`config.mk`:
```
export PLATFORM = sky130hd
export DESIGN_NAME = masked_date_key_entry
export DESIGN_NICKNAME = d
export VERILOG_FILES = /design/src/rtl/mdke_pkg.sv /design/src/rtl/mdke_keystep.sv /design/src/rtl/masked_date_key_entry.sv
export SDC_FILE = /design/constraint.sdc
export NUM_CORES = 1
export LEC_CHECK = 0
export ABC_AREA = 1
export BUFFER_PORTS_ARGS = -buffer_cell sky130_fd_sc_hd__buf_2
export CAP_MARGIN = 5
export CORE_ASPECT_RATIO = 1.75
export CORE_MARGIN = 2
export CORE_UTILIZATION = 25
export DETAILED_ROUTE_END_ITERATION = 7
export PLACE_DENSITY_LB_ADDON = 0.08
export SLEW_MARGIN = 10
export SYNTH_ARGS = -nofsm -noshare
export SYNTH_HDL_FRONTEND = slang
export SYNTH_SLANG_ARGS = --single-unit
```
`constraint.sdc`:
```
create_clock -name clk -period 5.2 [get_ports clk]
set_input_delay 0.52 -clock clk [delete_from_list [all_inputs] [get_ports clk]]
set_output_delay 0.52 -clock clk [all_outputs]
set_load 0.03 [all_outputs]
```
`src/rtl/mdke_pkg.sv`:
```
// Shared types, constants and digit helpers for the masked date key entry block.
package mdke_pkg;

  localparam int FIELD_LEN = 10;
  localparam int POS_W     = 4;
  localparam int CHAR_W    = 8;

  localparam logic [POS_W-1:0]  SEP_POS_A   = 4'd2;
  localparam logic [POS_W-1:0]  SEP_POS_B   = 4'd5;
  localparam logic [POS_W-1:0]  POS_END     = 4'd10;
  localparam logic [CHAR_W-1:0] KEY_BS      = 8'd8;
  localparam logic [CHAR_W-1:0] KEY_SPACE   = 8'd32;
  localparam logic [CHAR_W-1:0] ASCII_ZERO  = 8'd48;
  localparam logic [CHAR_W-1:0] ASCII_NINE  = 8'd57;
  localparam logic [CHAR_W-1:0] SEP_RESET   = 8'd47;

  localparam logic KIND_ECHO = 1'b0;
  localparam logic KIND_DATE = 1'b1;

  typedef logic [FIELD_LEN-1:0][CHAR_W-1:0] field_t;

  // One result beat before packing onto the stream
  typedef struct packed {
    logic              kind;
    logic [CHAR_W-1:0] echo;
    logic [6:0]        day;
    logic [6:0]        month;
    logic [13:0]       year;
    logic              last;
  } res_t;

  // Everything one keystroke does to the state and the output
  typedef struct packed {
    logic [1:0]        n_res;
    res_t              res0;
    res_t              res1;
    logic [POS_W-1:0]  cursor_nxt;
    logic              dig_we;
    logic [POS_W-1:0]  dig_idx;
    logic              sep_we;
    logic [POS_W-1:0]  sep_idx;
  } step_t;

  // Value of a stored character; anything but a digit counts as zero
  function automatic logic [3:0] digit_of(input logic [CHAR_W-1:0] c);
    logic [CHAR_W-1:0] d;
    d = c - ASCII_ZERO;
    if (c < ASCII_ZERO || c > ASCII_NINE) begin
      return 4'd0;
    end
    return d[3:0];
  endfunction

endpackage

```
`src/rtl/mdke_keystep.sv`:
```
// Keystroke decode: next cursor, buffer writes and up to two result beats.
module mdke_keystep (
  input  logic [7:0]      key,
  input  logic [3:0]      cursor,
  input  logic [7:0]      sep_char,
  input  mdke_pkg::field_t field,
  output mdke_pkg::step_t step
);
  import mdke_pkg::*;

  logic [POS_W-1:0]  pos;
  logic [POS_W-1:0]  p1;
  logic [POS_W-1:0]  p2;
  logic              is_digit;
  logic              is_bs;
  logic              is_sp;
  logic              advance;
  logic [CHAR_W-1:0] last_char;
  logic [6:0]        day;
  logic [6:0]        month;
  logic [13:0]       year;
  res_t              echo_res;
  res_t              date_res;

  // A digit typed at the last position counts toward the completed date
  assign last_char = (is_digit && pos == (POS_END - 4'd1)) ? key : field[9];

  // Decode the date from the fixed digit positions
  assign day   = 7'(digit_of(field[0])) * 7'd10 + 7'(digit_of(field[1]));
  assign month = 7'(digit_of(field[3])) * 7'd10 + 7'(digit_of(field[4]));
  assign year  = 14'(digit_of(field[6])) * 14'd1000 + 14'(digit_of(field[7])) * 14'd100
               + 14'(digit_of(field[8])) * 14'd10 + 14'(digit_of(last_char));

  assign is_digit = (key >= ASCII_ZERO) && (key <= ASCII_NINE);
  assign is_bs    = (key == KEY_BS);
  assign is_sp    = (key == KEY_SPACE);
  assign pos      = (cursor >= POS_END) ? '0 : cursor;
  assign p1       = is_bs ? (pos - 4'd1) : (pos + 4'd1);
  assign p2       = p1 - 4'd1;
  assign advance  = is_digit || is_sp;

  always_comb begin
    echo_res      = '0;
    echo_res.kind = KIND_ECHO;
    date_res       = '0;
    date_res.kind  = KIND_DATE;
    date_res.day   = day;
    date_res.month = month;
    date_res.year  = year;

    step            = '0;
    step.cursor_nxt = pos;
    step.dig_idx    = pos;
    step.sep_idx    = p1;
    step.res0       = echo_res;
    step.res1       = echo_res;

    // First beat: the echo of the key, or of the stored character for a space
    if (is_digit) begin
      step.dig_we     = 1'b1;
      step.res0.echo  = key;
      step.n_res      = 2'd1;
      step.cursor_nxt = p1;
    end else if (is_sp) begin
      step.res0.echo  = field[pos];
      step.n_res      = 2'd1;
      step.cursor_nxt = p1;
    end else if (is_bs && pos != '0) begin
      step.res0.echo  = KEY_BS;
      step.n_res      = 2'd1;
      step.cursor_nxt = p1;
      // Step back over a separator with a second backspace
      if (p1 == SEP_POS_A || p1 == SEP_POS_B) begin
        step.res1.echo  = KEY_BS;
        step.n_res      = 2'd2;
        step.cursor_nxt = p2;
      end
    end

    // Second beat after an advance: separator insert or date complete
    if (advance) begin
      if (p1 == SEP_POS_A || p1 == SEP_POS_B) begin
        step.sep_we     = 1'b1;
        step.res1.echo  = sep_char;
        step.n_res      = 2'd2;
        step.cursor_nxt = p1 + 4'd1;
      end else if (p1 >= POS_END) begin
        step.res1       = date_res;
        step.n_res      = 2'd2;
        step.cursor_nxt = '0;
      end
    end

    step.res0.last = (step.n_res == 2'd1);
    step.res1.last = 1'b1;
  end

endmodule

```
`src/rtl/masked_date_key_entry.sv`:
```
// Top level of the masked dd/mm/yyyy key entry block: state, output buffer, ports.
//
// One keystroke beat goes in on the in_ stream and yields zero, one or two result
// beats on the out_ stream: character echoes (tuser 0) and, after the tenth
// position, a date-complete beat (tuser 1) carrying day, month and year. tlast
// marks the final beat of each keystroke. A keystroke is decoded in the cycle it
// is accepted and its results land in a two-beat output buffer; a new keystroke
// is taken whenever that buffer drains in the same cycle, so keys with one result
// (or none) run at one per cycle while out_tready holds; a two-result key holds
// off the next key until its first beat is taken, the buffer emitting one beat per
// cycle. The separator character is set by cfg_wr_en/cfg_wr_data (reset '/').
module masked_date_key_entry (
  input  logic        clk,
  input  logic        rst_n,
  input  logic        cfg_wr_en,
  input  logic [7:0]  cfg_wr_data,   // separator_char
  input  logic        in_tvalid,
  output logic        in_tready,
  input  logic [7:0]  in_tdata,      // [7:0] key_code
  output logic        out_tvalid,
  input  logic        out_tready,
  output logic [39:0] out_tdata,     // [7:0] echo_code, [14:8] day_value,
                                     // [21:15] month_value, [35:22] year_value,
                                     // [39:36] zero
  output logic [0:0]  out_tuser,     // [0] result_kind
  output logic        out_tlast      // last_of_run
);
  import mdke_pkg::*;

  logic [CHAR_W-1:0] sep_r;
  logic [POS_W-1:0]  cursor_r;
  logic [POS_W-1:0]  cursor_nxt;
  field_t            field_r;
  field_t            field_nxt;
  logic              v0_r;
  logic              v0_nxt;
  logic              v1_r;
  logic              v1_nxt;
  res_t              res0_r;
  res_t              res0_nxt;
  res_t              res1_r;
  res_t              res1_nxt;
  step_t             step;
  logic              in_fire;
  logic              out_fire;

  mdke_keystep u_keystep (
    .key      (in_tdata),
    .cursor   (cursor_r),
    .sep_char (sep_r),
    .field    (field_r),
    .step     (step)
  );

  assign out_fire  = out_tvalid && out_tready;
  assign in_tready = !v0_r || (out_tready && !v1_r);
  assign in_fire   = in_tvalid && in_tready;

  // Update cursor and stored characters on an accepted beat
  always_comb begin
    cursor_nxt = cursor_r;
    field_nxt  = field_r;
    if (in_fire) begin
      cursor_nxt = step.cursor_nxt;
      for (int i = 0; i < FIELD_LEN; i++) begin
        if (step.dig_we && step.dig_idx == POS_W'(i)) begin
          field_nxt[i] = in_tdata;
        end
        if (step.sep_we && step.sep_idx == POS_W'(i)) begin
          field_nxt[i] = sep_r;
        end
      end
    end
  end

  // Load the output buffer from a new key, or advance it on a taken beat
  always_comb begin
    v0_nxt   = v0_r;
    v1_nxt   = v1_r;
    res0_nxt = res0_r;
    res1_nxt = res1_r;
    if (in_fire) begin
      v0_nxt   = (step.n_res != 2'd0);
      v1_nxt   = (step.n_res == 2'd2);
      res0_nxt = step.res0;
      res1_nxt = step.res1;
    end else if (out_fire) begin
      v0_nxt   = v1_r;
      v1_nxt   = 1'b0;
      res0_nxt = res1_r;
    end
  end

  // Control state and buffer
  always_ff @(posedge clk) begin
    if (!rst_n) begin
      sep_r    <= SEP_RESET;
      cursor_r <= '0;
      field_r  <= {FIELD_LEN{ASCII_ZERO}};
      v0_r     <= 1'b0;
      v1_r     <= 1'b0;
    end else begin
      if (cfg_wr_en) begin
        sep_r <= cfg_wr_data;
      end
      cursor_r <= cursor_nxt;
      field_r  <= field_nxt;
      v0_r     <= v0_nxt;
      v1_r     <= v1_nxt;
    end
  end

  // Result payload, no reset
  always_ff @(posedge clk) begin
    res0_r <= res0_nxt;
    res1_r <= res1_nxt;
  end

  assign out_tvalid = v0_r;
  assign out_tdata  = {4'b0, res0_r.year, res0_r.month, res0_r.day, res0_r.echo};
  assign out_tuser  = res0_r.kind;
  assign out_tlast  = res0_r.last;

endmodule
```
# Word-level counts from Yosys, hierarchy flattened
# Index checks and enable logic that the tools add are counted.
[classes]
addsub = 17
n_mul = 5
n_div = 0
order_cmp = 21
n_eq_ne = 22
n_shift = 0
mux = 81
bitwise_logic = 2
n_reduce_logical = 66
[op_table]
columns = ["operator", "n"]
rows = [
  ["$mux 8", 28],
  ["$mux 4", 25],
  ["$mux 37", 2],
  ["$gt 8x6->1 const B", 8],
  ["$lt 8x6->1 const B", 8],
  ["$mux 42", 1],
  ["$mux 41", 1],
  ["$sub 4x1->4 const B", 10],
  ["$bmux 8 s4", 1],
  ["$eq 4x3->1 const B", 8],
  ["$mux 29", 1],
  ["$logic_and 1x1->1", 26],
  ["$reduce_bool 2->1", 12],
  ["$reduce_and 2->1", 10],
  ["$eq 4x2->1 const B", 4],
  ["$eq 4x4->1 const B", 4],
  ["$mux 1", 15],
  ["$add 14x11->14", 1],
  ["$add 14x4->14", 1],
  ["$add 14x8->14", 1],
  ["$add 7x4->7", 2],
  ["$mux 2", 7],
  ["$mul 4x3->6 const B", 2],
  ["$logic_or 1x1->1", 11],
  ["other kinds (19)", 25],
]
[totals]
regBits = 169
latchBits = 0
ramBits = 0
rom_bits = 0
input_bits = 21
out_inout_bits = 44
word_cells = 239
n_memories = 0

# Longest topological paths before layout
[depth]
ltp_word = 15
ltp_mapped = 26
depth_no_buf = 26

# Hierarchy
# A second synthesis with hierarchy kept.
[hier_totals]
cells_unflattened = 1689
hier_area_um2 = 11882.6
[modules_own_cells]
columns = ["module", "instances", "cells_each", "area_each_um2", "seq_area_each_um2"]
rows = [
  ["masked_date_key_entry", 1, 1000, 7526.0, 4164.0],
  ["mdke_keystep", 1, 689, 4356.7, 0.0],
]

# Worst setup path before layout
# Ideal clock, no wire load.
[synth_path]
path_kind = "register to register"
startpoint = "register field_r[50] (netlist name)"
endpoint = "register res1_r[14] (netlist name), data pin"
setup_ns = 0.253
t_arrival_ns = 4.449
required_time_ns = 4.947
setup_slack_ns = 0.498
path_stages_with_launch = 26
n_path_buf = 0
period_less_slack_ns = 4.702
path_cell_list = "dfxtp_1 > inv_1 > a21oi_1 > nor2_1 > inv_1 > nor2_1 > inv_1 > fa_1 > inv_1 > fa_1 > ha_1 > inv_1 > o31ai_1 > xor2_1 > inv_1 > ha_1 > ha_1 > ha_1 > nand2_1 > nor2_1 > nand2_1 > o211ai_1 > a31oi_1 > nand2_1 > nand2_1 > nor2_1"
[synth_via]
elab_chain_cells = 8
elab_cells_between_ends = 10
cone_classes = "add/sub: 4; mul: 1; order compare: 2; mux: 2; reduce/logical: 1"
[synth_lines]
columns = ["element", "line", "text"]
rows = [
  ["start: declaration", "masked_date_key_entry.sv:33", "field_t field_r;"],
  ["start signal: assignment", "masked_date_key_entry.sv:99", "field_r <= {FIELD_LEN{ASCII_ZERO}};"],
  ["start signal: assignment", "masked_date_key_entry.sv:107", "field_r <= field_nxt;"],
  ["$lt 8x6->1 / $gt 8x6->1 (equally long branches)", "mdke_pkg.sv:48", "if (c < ASCII_ZERO || c > ASCII_NINE) begin"],
  ["$logic_or 1x1->1", "mdke_pkg.sv:48", ""],
  ["$mux 1", "mdke_pkg.sv:48", ""],
  ["$mux 4 *", "mdke_pkg.sv:51", "return d[3:0];"],
  ["$mul 4x7->11 *", "mdke_keystep.sv:31", "assign year = 14'(digit_of(field[6])) * 14'd1000 + 14'(digit_of(field[7])) * 14'd100"],
  ["$add 14x11->14 *", "mdke_keystep.sv:31", ""],
  ["$add 14x8->14 *", "mdke_keystep.sv:32", "+ 14'(digit_of(field[8])) * 14'd10 + 14'(digit_of(last_char));"],
  ["$add 14x4->14 *", "mdke_keystep.sv:32", ""],
  ["end signal: assignment", "masked_date_key_entry.sv:116", "res1_r <= res1_nxt;"],
  ["end: declaration", "masked_date_key_entry.sv:41", "res_t res1_r;"],
]
# Mark *: on every way between the ends. The rest lies on a longest branch, timed or not.
# A chain may end at the register's enable or synchronous reset.

# Final worst setup path
[layout_path]
startpoint = "register field_r[55] (netlist name)"
endpoint = "register res1_r[14] (netlist name), data pin"
[layout_via]
elab_chain_cells = 8
elab_cells_between_ends = 9
cone_classes = "add/sub: 3; mul: 1; order compare: 2; mux: 2; reduce/logical: 1"
[layout_lines]
columns = ["element", "line"]
rows = [
  ["$lt 8x6->1 / $gt 8x6->1 (equally long branches)", "mdke_pkg.sv:48"],
  ["$logic_or 1x1->1 *", "mdke_pkg.sv:48"],
  ["$mux 1 *", "mdke_pkg.sv:48"],
  ["$mux 4 *", "mdke_pkg.sv:51"],
  ["$mul 4x7->11 *", "mdke_keystep.sv:31"],
  ["$add 14x11->14 *", "mdke_keystep.sv:31"],
  ["$add 14x8->14 *", "mdke_keystep.sv:32"],
  ["$add 14x4->14 *", "mdke_keystep.sv:32"],
]
# Marked as above.

==> flow_metrics.env <==
export IMPL_core_area_um2=43300
export IMPL_wl_met1_mm=15.7
export IMPL_grt_overflow=0
export IMPL_grt_max_degree=50
export IMPL_dp_cells=2108
export IMPL_crit_slowest_cell="fa_1"
export IMPL_grt_pass1_vias=10200
export IMPL_antenna_left=0
export IMPL_hpwl_mm=32.2
export IMPL_critPathMostFrequentCell="inv_1"
export IMPL_area_growth_pct=14.5
export IMPL_insertion_delay_ps=460
export IMPL_power_frac_clock=0.441
export IMPL_synth_most_common_cell="nand2_1"
export IMPL_nFillCells=4780
export IMPL_r2r_start="field_r[55]"
export IMPL_maxCapViolations=0
export IMPL_syn_area_um2=11000
export IMPL_status="finished clean"
export IMPL_start_util=0.253
export IMPL_finalClockSkew_ps=9.97
export IMPL_vias_per_cell=4.64
export IMPL_topRoutingLayerUsed="met4"
export IMPL_htreeDepth=4
export IMPL_drc_errors=0
export IMPL_num_vias=9941
export IMPL_startpoint_type="flip-flop"
export IMPL_clock_sinks=169
export IMPL_critPathRequiredTime_ps=5410
export IMPL_slew_headroom=0.236
export IMPL_rr_endpoint="res1_r[14]"
export IMPL_critPathKind="reg2reg"
export IMPL_wl_met3_mm=1.07
export IMPL_gp_congestion=0.858
export IMPL_crit_arrival_ps=4970
export IMPL_die_h_um=281
export IMPL_worst_slew_pin_transition_ps=1150
export IMPL_end_kind="flip-flop"
export IMPL_die_area_um2=45700
export IMPL_num_antenna_cells=0
export IMPL_ys_ff_latch=169
export IMPL_ys_seq_area_frac=0.350
export IMPL_period_minus_slack_ps=4760
export IMPL_io_pin_count=65
export IMPL_p_leak_nw=6.31
export IMPL_wl_mm=41.9
export IMPL_clock_root_buffer="clkbuf_16"
export IMPL_pwr_share_comb=0.097
export IMPL_synth_cell_types=52
export IMPL_worstHoldPathCells=3
export IMPL_syn_inst=1508
export IMPL_hold_end="sep_r[3]"
export IMPL_drv_slew=0
export IMPL_pre_cts_ws_ps=224
export IMPL_setup_viol=0
export IMPL_clockBufferDepth=2
export IMPL_critPathMaxFanout=6
export IMPL_final_nets=1676
export IMPL_row_count=101
export IMPL_cts_made_buffers=17
export IMPL_yosys_area_top_type="dfxtp_1"
export IMPL_dr_pass1_iters=5
export IMPL_seq_power_share=0.462
export IMPL_dieWidth_um=162
export IMPL_vdd_ir_drop_max_uv=161
export IMPL_reg2reg_slack_ps=440
export IMPL_avgSynthCellArea_um2=7.28
export IMPL_path_clk_slew_ps=80
export IMPL_p_per_area_nw_per_um2=239
export IMPL_portBuffers=60
export IMPL_min_from="cfg_wr_data[3]"
export IMPL_p_sw_frac=0.300
export IMPL_synth_top_cell_area_share=0.224
export IMPL_layout_drive_gt1_share=0.117
export IMPL_layoutNonFillerInstCount=2141
export IMPL_routedWlPerCell_um=19.5
export IMPL_synth_edf_count=46
export IMPL_seq_area_um2=3840
export IMPL_cp_top_family="adder cells"
export IMPL_antenna_found_initial=0
export IMPL_ys_top_cells_by_area="dfxtp_1, nand2_1, edfxtp_1, ha_1, inv_1"
export IMPL_synth_common_cells="nand2_1, inv_1, nor2_1"
export IMPL_hold_violations=0
export IMPL_fin_setup_tns_ps=0
export IMPL_p_int_mw=2.11
export IMPL_synthFlopType="dfxtp_1"
export IMPL_multiInputGateArea_um2=6100
export IMPL_finalCritPeriodShare=0.916
export IMPL_min_path_type="in2reg"
export IMPL_slowest_delay_ps=540
export IMPL_grtUsageTotal=0.189
export IMPL_grt_first_pass_wirelength_mm=63.1
export IMPL_fin_worst_hold_slack_ps=277
export IMPL_wl_met2_mm=22.9
export IMPL_clock_fmax_mhz=210
export IMPL_crit_buf_inv=6
export IMPL_ys_warn_count=0
export IMPL_netSwitchingPower_mw=0.904
export IMPL_reg2regPathDepth=25
export IMPL_finalWorstSetupSlack_ps=437
export IMPL_drt_iter0_markers=532
export IMPL_cts_tree="yes"
export IMPL_synthArstFlopShare=0
layout make-up:
type / count / share of cell area
inverters: 207 / 0.0620
clock buffers: 18 / 0.0358
repair buffers: 93 / 0.0436
clock inverters: 14 / 0.0118
multi-input cells: 1074 / 0.485
well taps: 566 / 0.0563
flip-flops and latches: 169 / 0.306
tightest hold or removal path, cell delays in order:
cell     delay [ps]
buf_2            70
a21oi_1          50
o21ai_0          60
layer usage:
layer	track usage	up-vias
met2	0.366	217
li1	-	4959
met5	0	-
met1	0.194	4687
met4	0.102	0
met3	0.0214	78
sequential cells by signal (all words and copies together) (netlist names):
register    count
v1_r            1
out_tuser       1
res1_r         37
out_tvalid      1
out_tlast       1
cursor_r        4
out_tdata      36
field_r        80
sep_r           8
cells in the final DEF, fill, tap and decap left out, drive strengths merged, types with 2 or more instances in the layout:
| cell type | synthesis | layout |
|---|---|---|
| fa | 21 | 21 |
| ha | 72 | 72 |
| o21a | 2 | 2 |
| a21o | 2 | 2 |
| nor3 | 5 | 5 |
| o211ai | 8 | 8 |
| inv | 203 | 210 |
| clkinv | 4 | 10 |
| conb | 1 | 4 |
| buf | 31 | 93 |
| nor2 | 197 | 197 |
| a21oi | 79 | 79 |
| nand3 | 92 | 92 |
| nand3b | 4 | 4 |
| nor4 | 3 | 3 |
| nand4 | 18 | 18 |
| a32o | 7 | 7 |
| o22ai | 3 | 3 |
| xor2 | 12 | 12 |
| a32oi | 2 | 2 |
| a31oi | 7 | 7 |
| dfxtp | 123 | 123 |
| clkbuf | 30 | 18 |
| xnor2 | 7 | 7 |
| nand2 | 398 | 398 |
| edfxtp | 46 | 46 |
| a22oi | 29 | 29 |
| o21ai | 95 | 95 |
worst max path at each step:
stage | from | to | slack (ps) | cells past startpoint
floorplan | field_r[50] | res1_r[14] | 500 | 25
CTS | field_r[55] | res1_r[14] | 210 | 25
global placement | field_r[50] | res1_r[14] | 230 | 25
detailed placement | field_r[55] | res1_r[14] | 220 | 25
finish | field_r[55] | res1_r[14] | 440 | 25
global route | field_r[55] | res1_r[14] | -6 | 25
metrics by stage:
| stage | util | cell area, um2 | power, mW |
|---|---|---|---|
| after global placement | 0.275 | 11900 | 1.72 |
| after floorplan | - | 11000 | 1.59 |
| after CTS | 0.289 | 12500 | 3.07 |
| after global routing | 0.290 | 12600 | 3.13 |
| after detailed placement | 0.275 | 11900 | 1.71 |
| final | 0.290 | 12600 | 3.01 |
what timing repair did:
item,4_1_cts,5_1_grt
endpoints found under the setup margin,0,3
resized for setup,0,6
setup buffers,0,1
hold buffers,0,0
power by group through the flow:
stage / Sequential [mW] / Clock, mW / Combinational, mW
2_1_floorplan: 1.42 / 0 / 0.173
3_3_place_gp: 1.42 / 0 / 0.295
3_5_place_dp: 1.42 / 0 / 0.292
4_1_cts: 1.39 / 1.38 / 0.293
5_1_grt: 1.39 / 1.42 / 0.314
6_report: 1.39 / 1.33 / 0.292
cell families (layout without fill, tap and decap cells):
group | Yosys count | after routing | share of synthesized area
AOI/OAI and AO/OA | 239 | 239 | 0.127
buffers and inverters | 268 | 332 | 0.101
xor gates and xnor gates | 19 | 19 | 0.0152
and+or+nand+nor | 719 | 719 | 0.287
adders and majority gates | 93 | 93 | 0.120
DFF | 169 | 169 | 0.350
other | 1 | 4 | 0.000341
(Power assumes the default switching activity.)
